**src/design/rsp_pkg.sv**
```systemverilog
// shared types, constants and helpers for the road segment projector
package rsp_pkg;

  localparam int MaxDrawSegmentsDefault = 512;

  localparam logic [12:0] RST_SCREEN_WIDTH   = 13'd1024;
  localparam logic [12:0] RST_SCREEN_HEIGHT  = 13'd768;
  localparam logic [15:0] RST_ROAD_WIDTH     = 16'd2000;
  localparam logic [11:0] RST_SEGMENT_LENGTH = 12'd200;
  localparam logic [15:0] RST_CAMERA_DEPTH   = 16'd215;

  localparam logic [23:0] SCALE_MAX   = 24'hFFFFFF;
  localparam logic [16:0] THIRD_RECIP = 17'd43691;

  typedef enum logic [2:0] {
    CFG_SCREEN_WIDTH   = 3'd0,
    CFG_SCREEN_HEIGHT  = 3'd1,
    CFG_ROAD_WIDTH     = 3'd2,
    CFG_SEGMENT_LENGTH = 3'd3,
    CFG_CAMERA_DEPTH   = 3'd4
  } cfg_reg_t;

  typedef enum logic {
    OP_FRAME   = 1'b0,
    OP_SEGMENT = 1'b1
  } op_t;

  typedef enum logic [3:0] {
    ST_IDLE,
    ST_FRAME,
    ST_DEN,
    ST_DIV_INIT,
    ST_DIV,
    ST_SAT,
    ST_X1,
    ST_X2,
    ST_Y1,
    ST_Y2,
    ST_H1,
    ST_H2,
    ST_FIN
  } state_t;

  typedef struct packed {
    logic               operation;
    logic signed [23:0] camera_x;
    logic signed [23:0] camera_height;
    logic signed [23:0] segment_height;
    logic signed [11:0] segment_curve;
    logic        [15:0] segment_index;
  } in_data_t;

  typedef struct packed {
    logic               visible;
    logic signed [15:0] screen_x;
    logic signed [15:0] screen_y;
    logic        [15:0] half_width;
    logic signed [15:0] prev_x;
    logic signed [15:0] prev_y;
    logic        [15:0] prev_half_width;
    logic        [12:0] clip_y;
    logic               stripe;
  } out_data_t;

  typedef struct packed {
    logic               operation;
    logic signed [23:0] camera_x;
    logic signed [23:0] camera_height;
    logic signed [23:0] segment_height;
    logic signed [11:0] segment_curve;
    logic               stripe;
  } rsp_item_t;

  typedef struct packed {
    logic      valid;
    rsp_item_t item;
  } rsp_queue_t;

  function automatic logic signed [15:0] sat16(input logic signed [50:0] v);
    logic signed [15:0] r;
    if (v > 51'sd32767) begin
      r = 16'sh7FFF;
    end else if (v < -51'sd32768) begin
      r = 16'sh8000;
    end else begin
      r = v[15:0];
    end
    return r;
  endfunction

  function automatic logic signed [31:0] sat32(input logic signed [32:0] v);
    logic signed [31:0] r;
    if (v[32] != v[31]) begin
      r = v[32] ? 32'sh80000000 : 32'sh7FFFFFFF;
    end else begin
      r = v[31:0];
    end
    return r;
  endfunction

endpackage

```
**src/design/rsp_front.sv**
```systemverilog
// input side: accepts items, derives stripe parity and queues them for the back end
module rsp_front
  import rsp_pkg::*;
(
  input  logic       clk,
  input  logic       rst_n,
  input  logic       in_valid,
  output logic       in_ready,
  input  in_data_t   in_data,
  output rsp_queue_t q,
  input  logic       q_pop
);

  rsp_item_t   entry_r [2];
  logic        wr_ptr_r;
  logic        rd_ptr_r;
  logic [1:0]  count_r;
  logic        push;
  logic [32:0] third_prod;
  logic [15:0] third_quo;
  rsp_item_t   item_in;

  // index / 3 by reciprocal multiply, exact over 16 bits
  assign third_prod = 33'(in_data.segment_index) * 33'(THIRD_RECIP);
  assign third_quo  = third_prod[32:17];

  always_comb begin
    item_in.operation      = in_data.operation;
    item_in.camera_x       = in_data.camera_x;
    item_in.camera_height  = in_data.camera_height;
    item_in.segment_height = in_data.segment_height;
    item_in.segment_curve  = in_data.segment_curve;
    item_in.stripe         = third_quo[0];
  end

  assign in_ready = (count_r != 2'd2);
  assign push     = in_valid && in_ready;
  assign q.valid  = (count_r != 2'd0);
  assign q.item   = entry_r[rd_ptr_r];

  always_ff @(posedge clk) begin
    if (push) begin
      entry_r[wr_ptr_r] <= item_in;
    end
  end

  always_ff @(posedge clk) begin
    if (!rst_n) begin
      wr_ptr_r <= 1'b0;
      rd_ptr_r <= 1'b0;
      count_r  <= 2'd0;
    end else begin
      if (push) begin
        wr_ptr_r <= ~wr_ptr_r;
      end
      if (q_pop) begin
        rd_ptr_r <= ~rd_ptr_r;
      end
      count_r <= count_r + 2'(push) - 2'(q_pop);
    end
  end

endmodule

```
**config.mk**
```make
export PLATFORM = sky130hd
export DESIGN_NAME = rsp_front
export DESIGN_NICKNAME = d
export VERILOG_FILES = /design/src/design/rsp_pkg.sv /design/src/design/rsp_front.sv
export SDC_FILE = /design/constraint.sdc
export NUM_CORES = 1
export LEC_CHECK = 0
export ABC_CLOCK_PERIOD_IN_PS = 9170
export BUFFER_PORTS_ARGS = -buffer_cell sky130_fd_sc_hd__buf_4
export CAP_MARGIN = 20
export CELL_PAD_IN_SITES_DETAIL_PLACEMENT = 2
export CELL_PAD_IN_SITES_GLOBAL_PLACEMENT = 2
export CORE_ASPECT_RATIO = 1.25
export CORE_MARGIN = 10
export CORE_UTILIZATION = 38
export CTS_BUF_LIST = sky130_fd_sc_hd__clkbuf_4 sky130_fd_sc_hd__clkbuf_8 sky130_fd_sc_hd__clkbuf_16
export DETAILED_ROUTE_END_ITERATION = 6
export HOLD_SLACK_MARGIN = 0.05
export PLACE_DENSITY_LB_ADDON = 0.1
export SYNTH_ARGS = -nofsm -noshare
export SYNTH_HDL_FRONTEND = slang
export SYNTH_SLANG_ARGS = --single-unit
```
**constraint.sdc**
```tcl
create_clock -name clk -period 9.17 [get_ports clk]
set_input_delay 0.4585 -clock clk [delete_from_list [all_inputs] [get_ports clk]]
set_output_delay 0.4585 -clock clk [all_outputs]
set_load 0.005 [all_outputs]
```
==> flow_metrics.env, run 1 <==
export IMPL_globalRouteTotalUtil_pct=16.7
export IMPL_critPathCaptureType="register"
export IMPL_nFillCells=2175
export IMPL_synth_area_top_cells="edfxtp_1 (59%), mux2_2 (11%), ha_1 (10%), fa_1 (10%), inv_1 (3.9%)"
export IMPL_cts_sinks=177
export IMPL_tightestPinTransition_ns=0.951
export IMPL_cp_slowest_stage_delay_ns=0.55
export IMPL_dpl_cell_area_um2=10600
export IMPL_p_leak_nw=4.67
export IMPL_drive_above_1_share_pct=42.1
export IMPL_synth_area_um2=8820
export IMPL_cts_tree="done"
export IMPL_gp_congestion=0.826
export IMPL_hold_viol=0
export IMPL_multi_input_area_um2=3180
export IMPL_power_density_nw_per_um2=246
export IMPL_grt_setup_unrepaired="no"
export IMPL_numCtsBuffers=17
export IMPL_cp_cell_sequence="buf_4, ha_1, ha_1, inv_1, fa_1, inv_1, fa_1, fa_1, inv_1, fa_1, inv_1, ha_1, a21o_1, a21o_1, a21oi_1, o21ai_0, xnor2_1"
export IMPL_min_path_type="primary input to register"
export IMPL_die_y_um=190
export IMPL_outcome="finished clean"
export IMPL_wirelength_um=24800
export IMPL_wl_per_cell_um=23.7
export IMPL_initial_core_util_pct=38.4
export IMPL_cts_path_max_buffers=2
export IMPL_design_core_area_um2=23000
export IMPL_rows=62
export IMPL_io_buffers=192
export IMPL_antenna_found_initial=0
export IMPL_htree_levels=4
export IMPL_criticalPathCategory="primary input to register"
export IMPL_place_hpwl_um=19700
export IMPL_period_needed_ns=4.46
export IMPL_syn_inst=539
export IMPL_num_vias=4977
export IMPL_clock_skew_ns=0.00956
export IMPL_ant_nets=0
export IMPL_synth_fp_nets=761
export IMPL_seq_area_frac_synth_pct=59.7
export IMPL_cts_resized=0
export IMPL_first_pass_iters=4
export IMPL_syn2layout_area_growth_pct=27.2
export IMPL_critical_path_startpoint_type="primary input"
export IMPL_setup_viol=0
export IMPL_viasPerCell=4.76
export IMPL_crit_path_max_fanout=6
export IMPL_insertion_delay_ns=0.42
export IMPL_diodes=0
export IMPL_grt_first_pass_wirelength_um=36900
export IMPL_cts_root_buf="clkbuf_16"
export IMPL_max_freq_mhz=224
export IMPL_die_area_um2=29700
export IMPL_yosysWarnings=0
export IMPL_final_core_util_pct=48.9
export IMPL_drc=0
export IMPL_seq_area_um2=5270
export IMPL_post_cts_buffers=0
export IMPL_io_pin_count=193
export IMPL_finalInstanceArea_um2=11200
export IMPL_maxCapViolCount=0
export IMPL_ir_drop_mv=0.205
export IMPL_yosysUniqueCellTypes=28
export IMPL_tns_ns=0
export IMPL_synth_top_area_share_pct=58.5
export IMPL_cts_hold_buffers_added=0
export IMPL_grt_pass1_vias=5961
export IMPL_cp_arrival_ns=4.62
export IMPL_grt_ovfl_total=0
export IMPL_cp_required_ns=9.33
export IMPL_synth_seq_cells=177
export IMPL_fin_crit_sh_pct=48.6
export IMPL_grt_max_degree=80
export IMPL_die_w_um=156
export IMPL_yosysTopAreaCell="edfxtp_1"
export IMPL_crit_slowest_cell="fa_1"
export IMPL_postSynthAreaPerCell_um2=16.4
export IMPL_clkTransAtPathRegs_ns=0.08
export IMPL_relSlewSlack_pct=36.6
export IMPL_drv_slew=0
export IMPL_drt_iter0_markers=189
export IMPL_fin_nets=966
stage by stage:
stage	cells	setup WS, ns	hold slack [ns]	total power [mW]
CTS	1044	4.71	0.189	2.82
finish	1045	4.71	0.209	2.77
floorplan	539	4.46	0.542	1.69
global route	1045	4.58	0.189	2.95
global placement	1012	4.31	0.559	2.01
detailed placement	1012	4.29	0.565	2.09
per-layer routing:
| metal | vias to the layer above | global-route usage [%] | part of all wire [%] | routed length (um) |
|---|---|---|---|---|
| met5 | - | 0 | 0 | 0 |
| li1 | 2305 | - | - | - |
| met1 | 2543 | 17.3 | 36 | 8980 |
| met3 | 15 | 3.68 | 5.3 | 1320 |
| met2 | 114 | 32.8 | 58 | 14300 |
| met4 | 0 | 4.15 | 0.86 | 212 |
state kept, by name, summed over array words and instances (netlist names), named ones only:
register / cells
count_r: 2
entry_r: 172
rd_ptr_r: 1
wr_ptr_r: 1
cells in the mapped netlist:
cell type and number:
o211ai_1 1, dfxtp_1 5, and3_1 1, o21bai_1 1, buf_2 5, mux2_2 86, nand4_1 3, buf_1 4
clkbuf_1 1, a211oi_1 1, a21oi_1 4, nand3_1 1, edfxtp_1 172, a21o_1 2, inv_1 92, xor2_1 7
nor2_1 2, xor2_2 1, or2_2 1, ha_1 73, and2_1 7, fa_1 44, a221oi_1 1, nand2_1 5
nand2b_1 1, o21a_1 1, o21ai_0 2, xnor2_1 15
final cells by class:
class / instances / area share [%]
flip-flops and latches: 177 / 46.9
multi-input cells: 260 / 28.3
repair buffers: 196 / 13.3
clock buffers: 18 / 3.86
well taps: 288 / 3.21
inverters: 92 / 3.08
clock inverters: 14 / 1.28
worst paths after layout:
path | from | end | slack [ns] | cells after the start
hold / removal | in_data[49] | entry_r[1][34]$_DFFE_PP_ | 0.21 | 1
setup reg to reg | count_r[0]$_SDFF_PN0_ | entry_r[1][35]$_DFFE_PP_ | 7.02 | 3
hold reg to reg | rd_ptr_r$_SDFFE_PN0P_ | register | 0.58 | 2
setup / recovery | in_data[5] | entry_r[0][0]$_DFFE_PP_ | 4.71 | 17
power by group:
group | switching [mW] | leakage [nW] | internal, mW
registers | 0.0352 | 1.65 | 1.04
logic | 0.527 | 2.75 | 0.471
clock network | 0.331 | 0.274 | 0.365
cell families after synthesis:
group,count (synthesis),share of synthesized area [%]
buffers and inverters,102,4.41
xor gates and xnor gates,23,2.37
AOI/OAI and AO/OA,13,0.950
muxes,86,11.0
adders and majority gates,117,20.3
and+or+nand+nor,21,1.28
DFF,177,59.7
critical path: cells and delay by family:
kind | cells | cell delay, ns
adders and majority gates | 7 | 3.01
AOI/OAI and AO/OA | 4 | 0.63
buffers and inverters | 5 | 0.35
xor gates and xnor gates | 1 | 0.17
layout by cell type, fill, tap and decap left out, types with 2 or more instances in the layout:
cell and n:
buf_4 195, edfxtp_1 172, inv_1 92, mux2_2 86
ha_1 73, fa_1 44, clkbuf_16 17, xnor2_1 15
xor2_1 7, and2_1 7, nand2_1 5, a21oi_1 4
inv_8 4, dfxtp_1 4, nand4_1 3, clkinvlp_4 3
inv_6 3, o21ai_0 2, a21o_1 2, clkinv_8 2
clkinv_4 2
(Power assumes the default switching activity.)
==> inputs of run 2 (changes only) <==
--- a/config.mk
+++ b/config.mk
@@ -5,14 +5,14 @@
 export SDC_FILE = /design/constraint.sdc
 export NUM_CORES = 1
 export LEC_CHECK = 0
-export ABC_CLOCK_PERIOD_IN_PS = 9170
+export ABC_CLOCK_PERIOD_IN_PS = 4100
 export BUFFER_PORTS_ARGS = -buffer_cell sky130_fd_sc_hd__buf_4
 export CAP_MARGIN = 20
 export CELL_PAD_IN_SITES_DETAIL_PLACEMENT = 2
 export CELL_PAD_IN_SITES_GLOBAL_PLACEMENT = 2
 export CORE_ASPECT_RATIO = 1.25
 export CORE_MARGIN = 10
-export CORE_UTILIZATION = 38
+export CORE_UTILIZATION = 35
 export CTS_BUF_LIST = sky130_fd_sc_hd__clkbuf_4 sky130_fd_sc_hd__clkbuf_8 sky130_fd_sc_hd__clkbuf_16
 export DETAILED_ROUTE_END_ITERATION = 6
 export HOLD_SLACK_MARGIN = 0.05
==> constraint.sdc (replaced) <==
create_clock -name clk -period 4.1 [get_ports clk]
set_input_delay 0.205 -clock clk [delete_from_list [all_inputs] [get_ports clk]]
set_output_delay 0.205 -clock clk [all_outputs]
set_load 0.005 [all_outputs]
==> run 2 against run 1 <==
Clock power rose by 130%. Global-route usage rose by 2.5 points. Clock-buffer cell count is the same. Combinational power increased by 140%. Register-to-register slack lost 5.1 ns. Critical path depth is the same. Non-clock buffer count rose by 118.
==> flow_metrics.env, run 2 (synthesized netlist as in run 1, its figures left out) <==
export IMPL_period_needed_ns=3.98
export IMPL_crit_path_end="entry_r[1][0]$_DFFE_PP_"
export IMPL_grt_pass1_vias=6640
export IMPL_reg2reg_depth=4
export IMPL_clkTransAtPathRegs_ns=0.07
export IMPL_rrSetupSlack_ns=1.93
export IMPL_grt_max_degree=65
export IMPL_grt_ovfl_total=0
export IMPL_mostFrequentLayoutCells="buf_4 (227), edfxtp_1 (172), inv_1 (92)"
export IMPL_cp_depth=17
export IMPL_globalRouteTotalUtil_pct=19.2
export IMPL_htree_levels=4
export IMPL_max_freq_mhz=251
export IMPL_whs_ns=0.122
export IMPL_drv_slew=0
export IMPL_grt_first_pass_wirelength_um=44800
export IMPL_critPathTopFamily="adder cells"
export IMPL_cp_cell_sequence="buf_4, ha_1, ha_1, inv_1, fa_1, inv_1, fa_1, fa_1, inv_1, fa_1, inv_1, ha_1, a21o_1, a21o_1, a21oi_1, o21ai_1, xnor2_1"
export IMPL_crit_path_max_fanout=4
export IMPL_relSlewSlack_pct=38.6
export IMPL_min_path_type="primary input to register"
export IMPL_num_vias=5605
export IMPL_timing_rr_start="count_r[0]$_SDFF_PN0_"
export IMPL_initial_core_util_pct=35.8
export IMPL_rr_endpoint="entry_r[0][80]$_DFFE_PP_"
export IMPL_first_pass_iters=4
export IMPL_fin_nets=1084
export IMPL_criticalPathCategory="primary input to register"
export IMPL_startpoint="in_data[4]"
export IMPL_tightestPinTransition_ns=0.921
export IMPL_io_pin_count=193
export IMPL_critical_path_startpoint_type="primary input"
export IMPL_wl_per_cell_um=25.5
export IMPL_power_density_nw_per_um2=514
export IMPL_clock_skew_ns=0.00752
export IMPL_cts_tree="done"
export IMPL_die_area_um2=32000
export IMPL_ant_nets=0
export IMPL_io_buffers=192
export IMPL_p_leak_nw=5.18
export IMPL_cp_required_ns=4.28
export IMPL_multi_input_area_um2=3210
export IMPL_regMostFlops="entry_r"
export IMPL_maxCapViolCount=0
export IMPL_dp_cells=1087
export IMPL_largest_register_ffs=172
export IMPL_reg_largest_list="entry_r x172, count_r x2"
export IMPL_critPathCaptureType="register"
export IMPL_rows=64
export IMPL_ir_drop_mv=0.353
export IMPL_antenna_found_initial=1
export IMPL_viasPerCell=4.65
export IMPL_insertion_delay_ns=0.43
export IMPL_nFillCells=2396
export IMPL_critPathBufInv=5
export IMPL_setup_viol=0
export IMPL_die_y_um=198
export IMPL_drt_iter0_markers=225
export IMPL_grt_setup_unrepaired="no"
export IMPL_seq_area_um2=5270
export IMPL_syn2layout_area_growth_pct=40.2
export IMPL_drive_above_1_share_pct=40.2
export IMPL_outcome="finished clean"
export IMPL_design_core_area_um2=24700
export IMPL_hold_viol=0
export IMPL_cp_arrival_ns=4.16
export IMPL_wirelength_um=30700
export IMPL_numCtsBuffers=17
export IMPL_drc=0
export IMPL_cp_slowest_stage_delay_ns=0.52
export IMPL_gp_congestion=0.796
export IMPL_crit_slowest_cell="fa_1"
export IMPL_cts_sinks=177
export IMPL_fin_crit_sh_pct=97.1
export IMPL_place_hpwl_um=20400
export IMPL_final_core_util_pct=50.2
export IMPL_hold_depth=3
export IMPL_final_common_cell="buf_4"
export IMPL_cts_path_max_buffers=2
export IMPL_die_w_um=162
export IMPL_fin_cells=1206
export IMPL_cts_root_buf="clkbuf_16"
[run 2: changes by cell type in the layout (fill, tap and decap cells not counted), moves of 3 or more]
cell           change
dlygate4sd3_1     +86
buf_4             +32
clkinv_2           +5
inv_8              -3
[run 2: worst min-delay path by stage]
stage / from / end
5_1_grt: q_pop / register
4_1_cts: q_pop / register
3_3_place_gp: in_data[80] / entry_r[1][65]$_DFFE_PP_
2_1_floorplan: in_data[25] / entry_r[0][10]$_DFFE_PP_
6_report: q_pop / register
3_5_place_dp: in_data[36] / entry_r[0][21]$_DFFE_PP_
[run 2: repair_timing]
action,4_1_cts,5_1_grt
resized for setup,0,4
hold buffers,86,0
setup endpoints to repair,0,2
hold endpoints to repair,175,0
buffers inserted,0,0
[run 2: worst reg2reg max path, stage by stage, from the launching register on]
cell	delay, ns
dfxtp_1	0.36
nand2b_1	0.18
nand2_1	0.15
nor2_4	0.66
buf_12	0.40
[run 2: per-layer routing]
metal / part of all wire, % / global-route usage [%] / vias to the layer above
met4: 1.7 / 5.03 / 0
met1: 38 / 20.4 / 2877
met3: 3.8 / 3.69 / 28
met2: 57 / 37.3 / 168
met5: 0 / 0 / -
li1: - / - / 2532
[run 2: per-stage QoR]
| step | instance area [um^2] | worst slack (ns) | power (mW) | TNS, ns |
|---|---|---|---|---|
| after global routing | 12400 | 0.00447 | 6.78 | 0 |
| after CTS | 12300 | 0.0777 | 6.31 | 0 |
| after floorplan | 8820 | 0.00932 | 3.77 | 0 |
| final | 12400 | 0.117 | 6.36 | 0 |
| after detailed placement | 10900 | -0.350 | 4.70 | -0.700 |
| after global placement | 10900 | -0.306 | 4.56 | -0.612 |
[run 2: area by class of cell]
type	count	share of cell area, %
inverter	92	2.79
multi-input combinational	260	26.0
timing repair buffer	314	20.9
antenna	1	0.0202
sequential	177	42.6
clock inverter	14	0.920
tap	330	3.34
clock buffer	18	3.50
[run 2: power by group]
part | switching [mW] | internal [mW] | total [mW]
sequential | 0.111 | 2.32 | 2.43
combinational | 1.21 | 1.13 | 2.35
clock | 0.741 | 0.841 | 1.58
==> inputs of run 3 (changes only) <==
--- a/config.mk
+++ b/config.mk
@@ -17,6 +17,7 @@
 export DETAILED_ROUTE_END_ITERATION = 6
 export HOLD_SLACK_MARGIN = 0.05
 export PLACE_DENSITY_LB_ADDON = 0.1
+export REMOVE_ABC_BUFFERS = 1
 export SYNTH_ARGS = -nofsm -noshare
 export SYNTH_HDL_FRONTEND = slang
 export SYNTH_SLANG_ARGS = --single-unit
==> run 3 against run 2 <==
Wire length decreased by 3.8%. Worst setup slack improved by 0.021 ns. Critical path depth decreased by 3. Via count decreased by 0.48%. Critical endpoint unchanged. Largest cell class unchanged. Combinational power increased by 4%. Flip-flop and latch count unchanged.
==> flow_metrics.env, run 3 (synthesized netlist as in run 1, its figures left out) <==
export IMPL_wirelength_um=29500
export IMPL_final_common_cell="buf_4"
export IMPL_fin_nets=1089
export IMPL_criticalPathCategory="primary input to register"
export IMPL_drt_iter0_markers=247
export IMPL_fin_crit_sh_pct=96.6
export IMPL_place_hpwl_um=20000
export IMPL_tightestPinTransition_ns=0.825
export IMPL_reg2reg_depth=4
export IMPL_io_pin_count=193
export IMPL_post_cts_buffers=0
export IMPL_wl_per_cell_um=24.4
export IMPL_rrSetupSlack_ns=2.01
export IMPL_grt_setup_unrepaired="no"
export IMPL_hold_depth=3
export IMPL_die_y_um=198
export IMPL_drive_above_1_share_pct=41.4
export IMPL_setup_viol=0
export IMPL_gp_congestion=0.848
export IMPL_cts_root_buf="clkbuf_16"
export IMPL_drv_slew=0
export IMPL_place_ws_ns=-0.506
export IMPL_max_freq_mhz=252
export IMPL_cts_sinks=177
export IMPL_globalRouteTotalUtil_pct=18.6
export IMPL_syn2layout_area_growth_pct=41.3
export IMPL_hold_path_startpoint="q_pop"
export IMPL_viasPerCell=4.60
export IMPL_grt_first_pass_wirelength_um=44200
export IMPL_insertion_delay_ns=0.43
export IMPL_crit_path_max_fanout=4
export IMPL_design_core_area_um2=24700
export IMPL_die_w_um=162
export IMPL_num_vias=5578
export IMPL_ant_nets=0
export IMPL_antenna_found_initial=1
export IMPL_cp_required_ns=4.28
export IMPL_largest_register_ffs=172
export IMPL_reg_largest_list="entry_r x172, count_r x2"
export IMPL_critPathCaptureType="register"
export IMPL_timing_rr_start="count_r[0]$_SDFF_PN0_"
export IMPL_first_pass_iters=4
export IMPL_clkTransAtPathRegs_ns=0.07
export IMPL_multi_input_area_um2=3250
export IMPL_mostFrequentLayoutCells="buf_4 (232), edfxtp_1 (172), inv_1 (92)"
export IMPL_outcome="finished clean"
export IMPL_maxCapViolCount=0
export IMPL_total_power_mw=6.45
export IMPL_clock_skew_ns=0.00879
export IMPL_grt_pass1_vias=6666
export IMPL_min_path_type="primary input to register"
export IMPL_seq_area_um2=5270
export IMPL_relSlewSlack_pct=44.9
export IMPL_drc=0
export IMPL_htree_levels=4
export IMPL_cts_path_max_buffers=2
export IMPL_dp_cells=1092
export IMPL_io_buffers=192
export IMPL_critical_path_startpoint_type="primary input"
export IMPL_hold_viol=0
export IMPL_grt_ovfl_total=0
export IMPL_grt_max_degree=46
export IMPL_regMostFlops="entry_r"
export IMPL_ir_drop_mv=0.289
export IMPL_initial_core_util_pct=35.8
export IMPL_rr_endpoint="entry_r[0][68]$_DFFE_PP_"
export IMPL_cp_arrival_ns=4.14
export IMPL_layout_setup_ws_ns=0.139
export IMPL_fin_cells=1212
export IMPL_numCtsBuffers=17
export IMPL_nFillCells=2370
export IMPL_power_density_nw_per_um2=517
export IMPL_period_needed_ns=3.96
export IMPL_rows=64
export IMPL_cts_tree="done"
export IMPL_die_area_um2=32000
export IMPL_p_leak_nw=5.22
==> run 3: timing repair <==
item,4_1_cts,5_1_grt
hold buffers,86,0
resized for setup,2,7
endpoints found under the setup margin,2,2
endpoints found under the hold margin,175,0
pin swaps,1,7
==> run 3: worst max-delay path by stage <==
stage                                startpoint                      end  slack [ns]  depth (start not counted)
after floorplan           count_r[0]$_SDFF_PN0_  entry_r[0][0]$_DFFE_PP_       -0.61                          3
after global placement               in_data[9]  entry_r[0][0]$_DFFE_PP_       -0.44                         17
after detailed placement            in_data[11]  entry_r[0][0]$_DFFE_PP_       -0.51                         17
after CTS                           in_data[11]  entry_r[1][0]$_DFFE_PP_        0.01                         17
after global routing                in_data[11]  entry_r[1][0]$_DFFE_PP_      0.0007                         17
final                                in_data[2]  entry_r[1][0]$_DFFE_PP_        0.14                         14
==> run 3: where the power goes <==
group	leakage (nW)	internal, mW	switching [mW]	total, mW
Combinational	3.29	1.19	1.25	2.44
Clock	0.284	0.855	0.744	1.60
Sequential	1.65	2.32	0.0963	2.41
Total	5.22	4.36	2.09	6.45
==> run 3: metal layers <==
layer,routed length [um],GRT usage (%),vias up
met1,11300,20.7,2857
met2,16700,35.7,151
met5,0,0,-
li1,-,-,2549
met4,391,4.83,0
met3,1190,3.19,21
==> run 3: cell type report <==
class                           instances  area share [%]
Antenna cell                            2          0.0401
Sequential cell                       177            42.3
Clock inverter                         14            1.08
Inverter                               92            2.77
Multi-Input combinational cell        260            26.0
Timing Repair Buffer                  319            21.0
Clock buffer                           18            3.47
Tap cell                              330            3.31
==> run 3: through the flow <==
stage / cell area, um^2 / TNS (ns) / utilization [%] / hold slack, ns
floorplan: 8780 / -52.82 / - / 0.304
global placement: 11000 / -0.871 / 44.5 / 0.391
detailed placement: 11000 / -1.01 / 44.5 / 0.394
CTS: 12400 / 0 / 50.3 / 0.113
global route: 12500 / 0 / 50.5 / 0.104
finish: 12500 / 0 / 50.6 / 0.117
==> run 3: worst max-delay path, cell delays in order <==
cell	delay [ns]
buf_4	0.11
buf_4	0.15
ha_2	0.21
fa_1	0.49
inv_1	0.06
fa_1	0.62
fa_1	0.48
fa_1	0.52
fa_1	0.55
inv_1	0.05
ha_1	0.33
a21oi_2	0.15
o21ai_1	0.08
xnor2_1	0.14
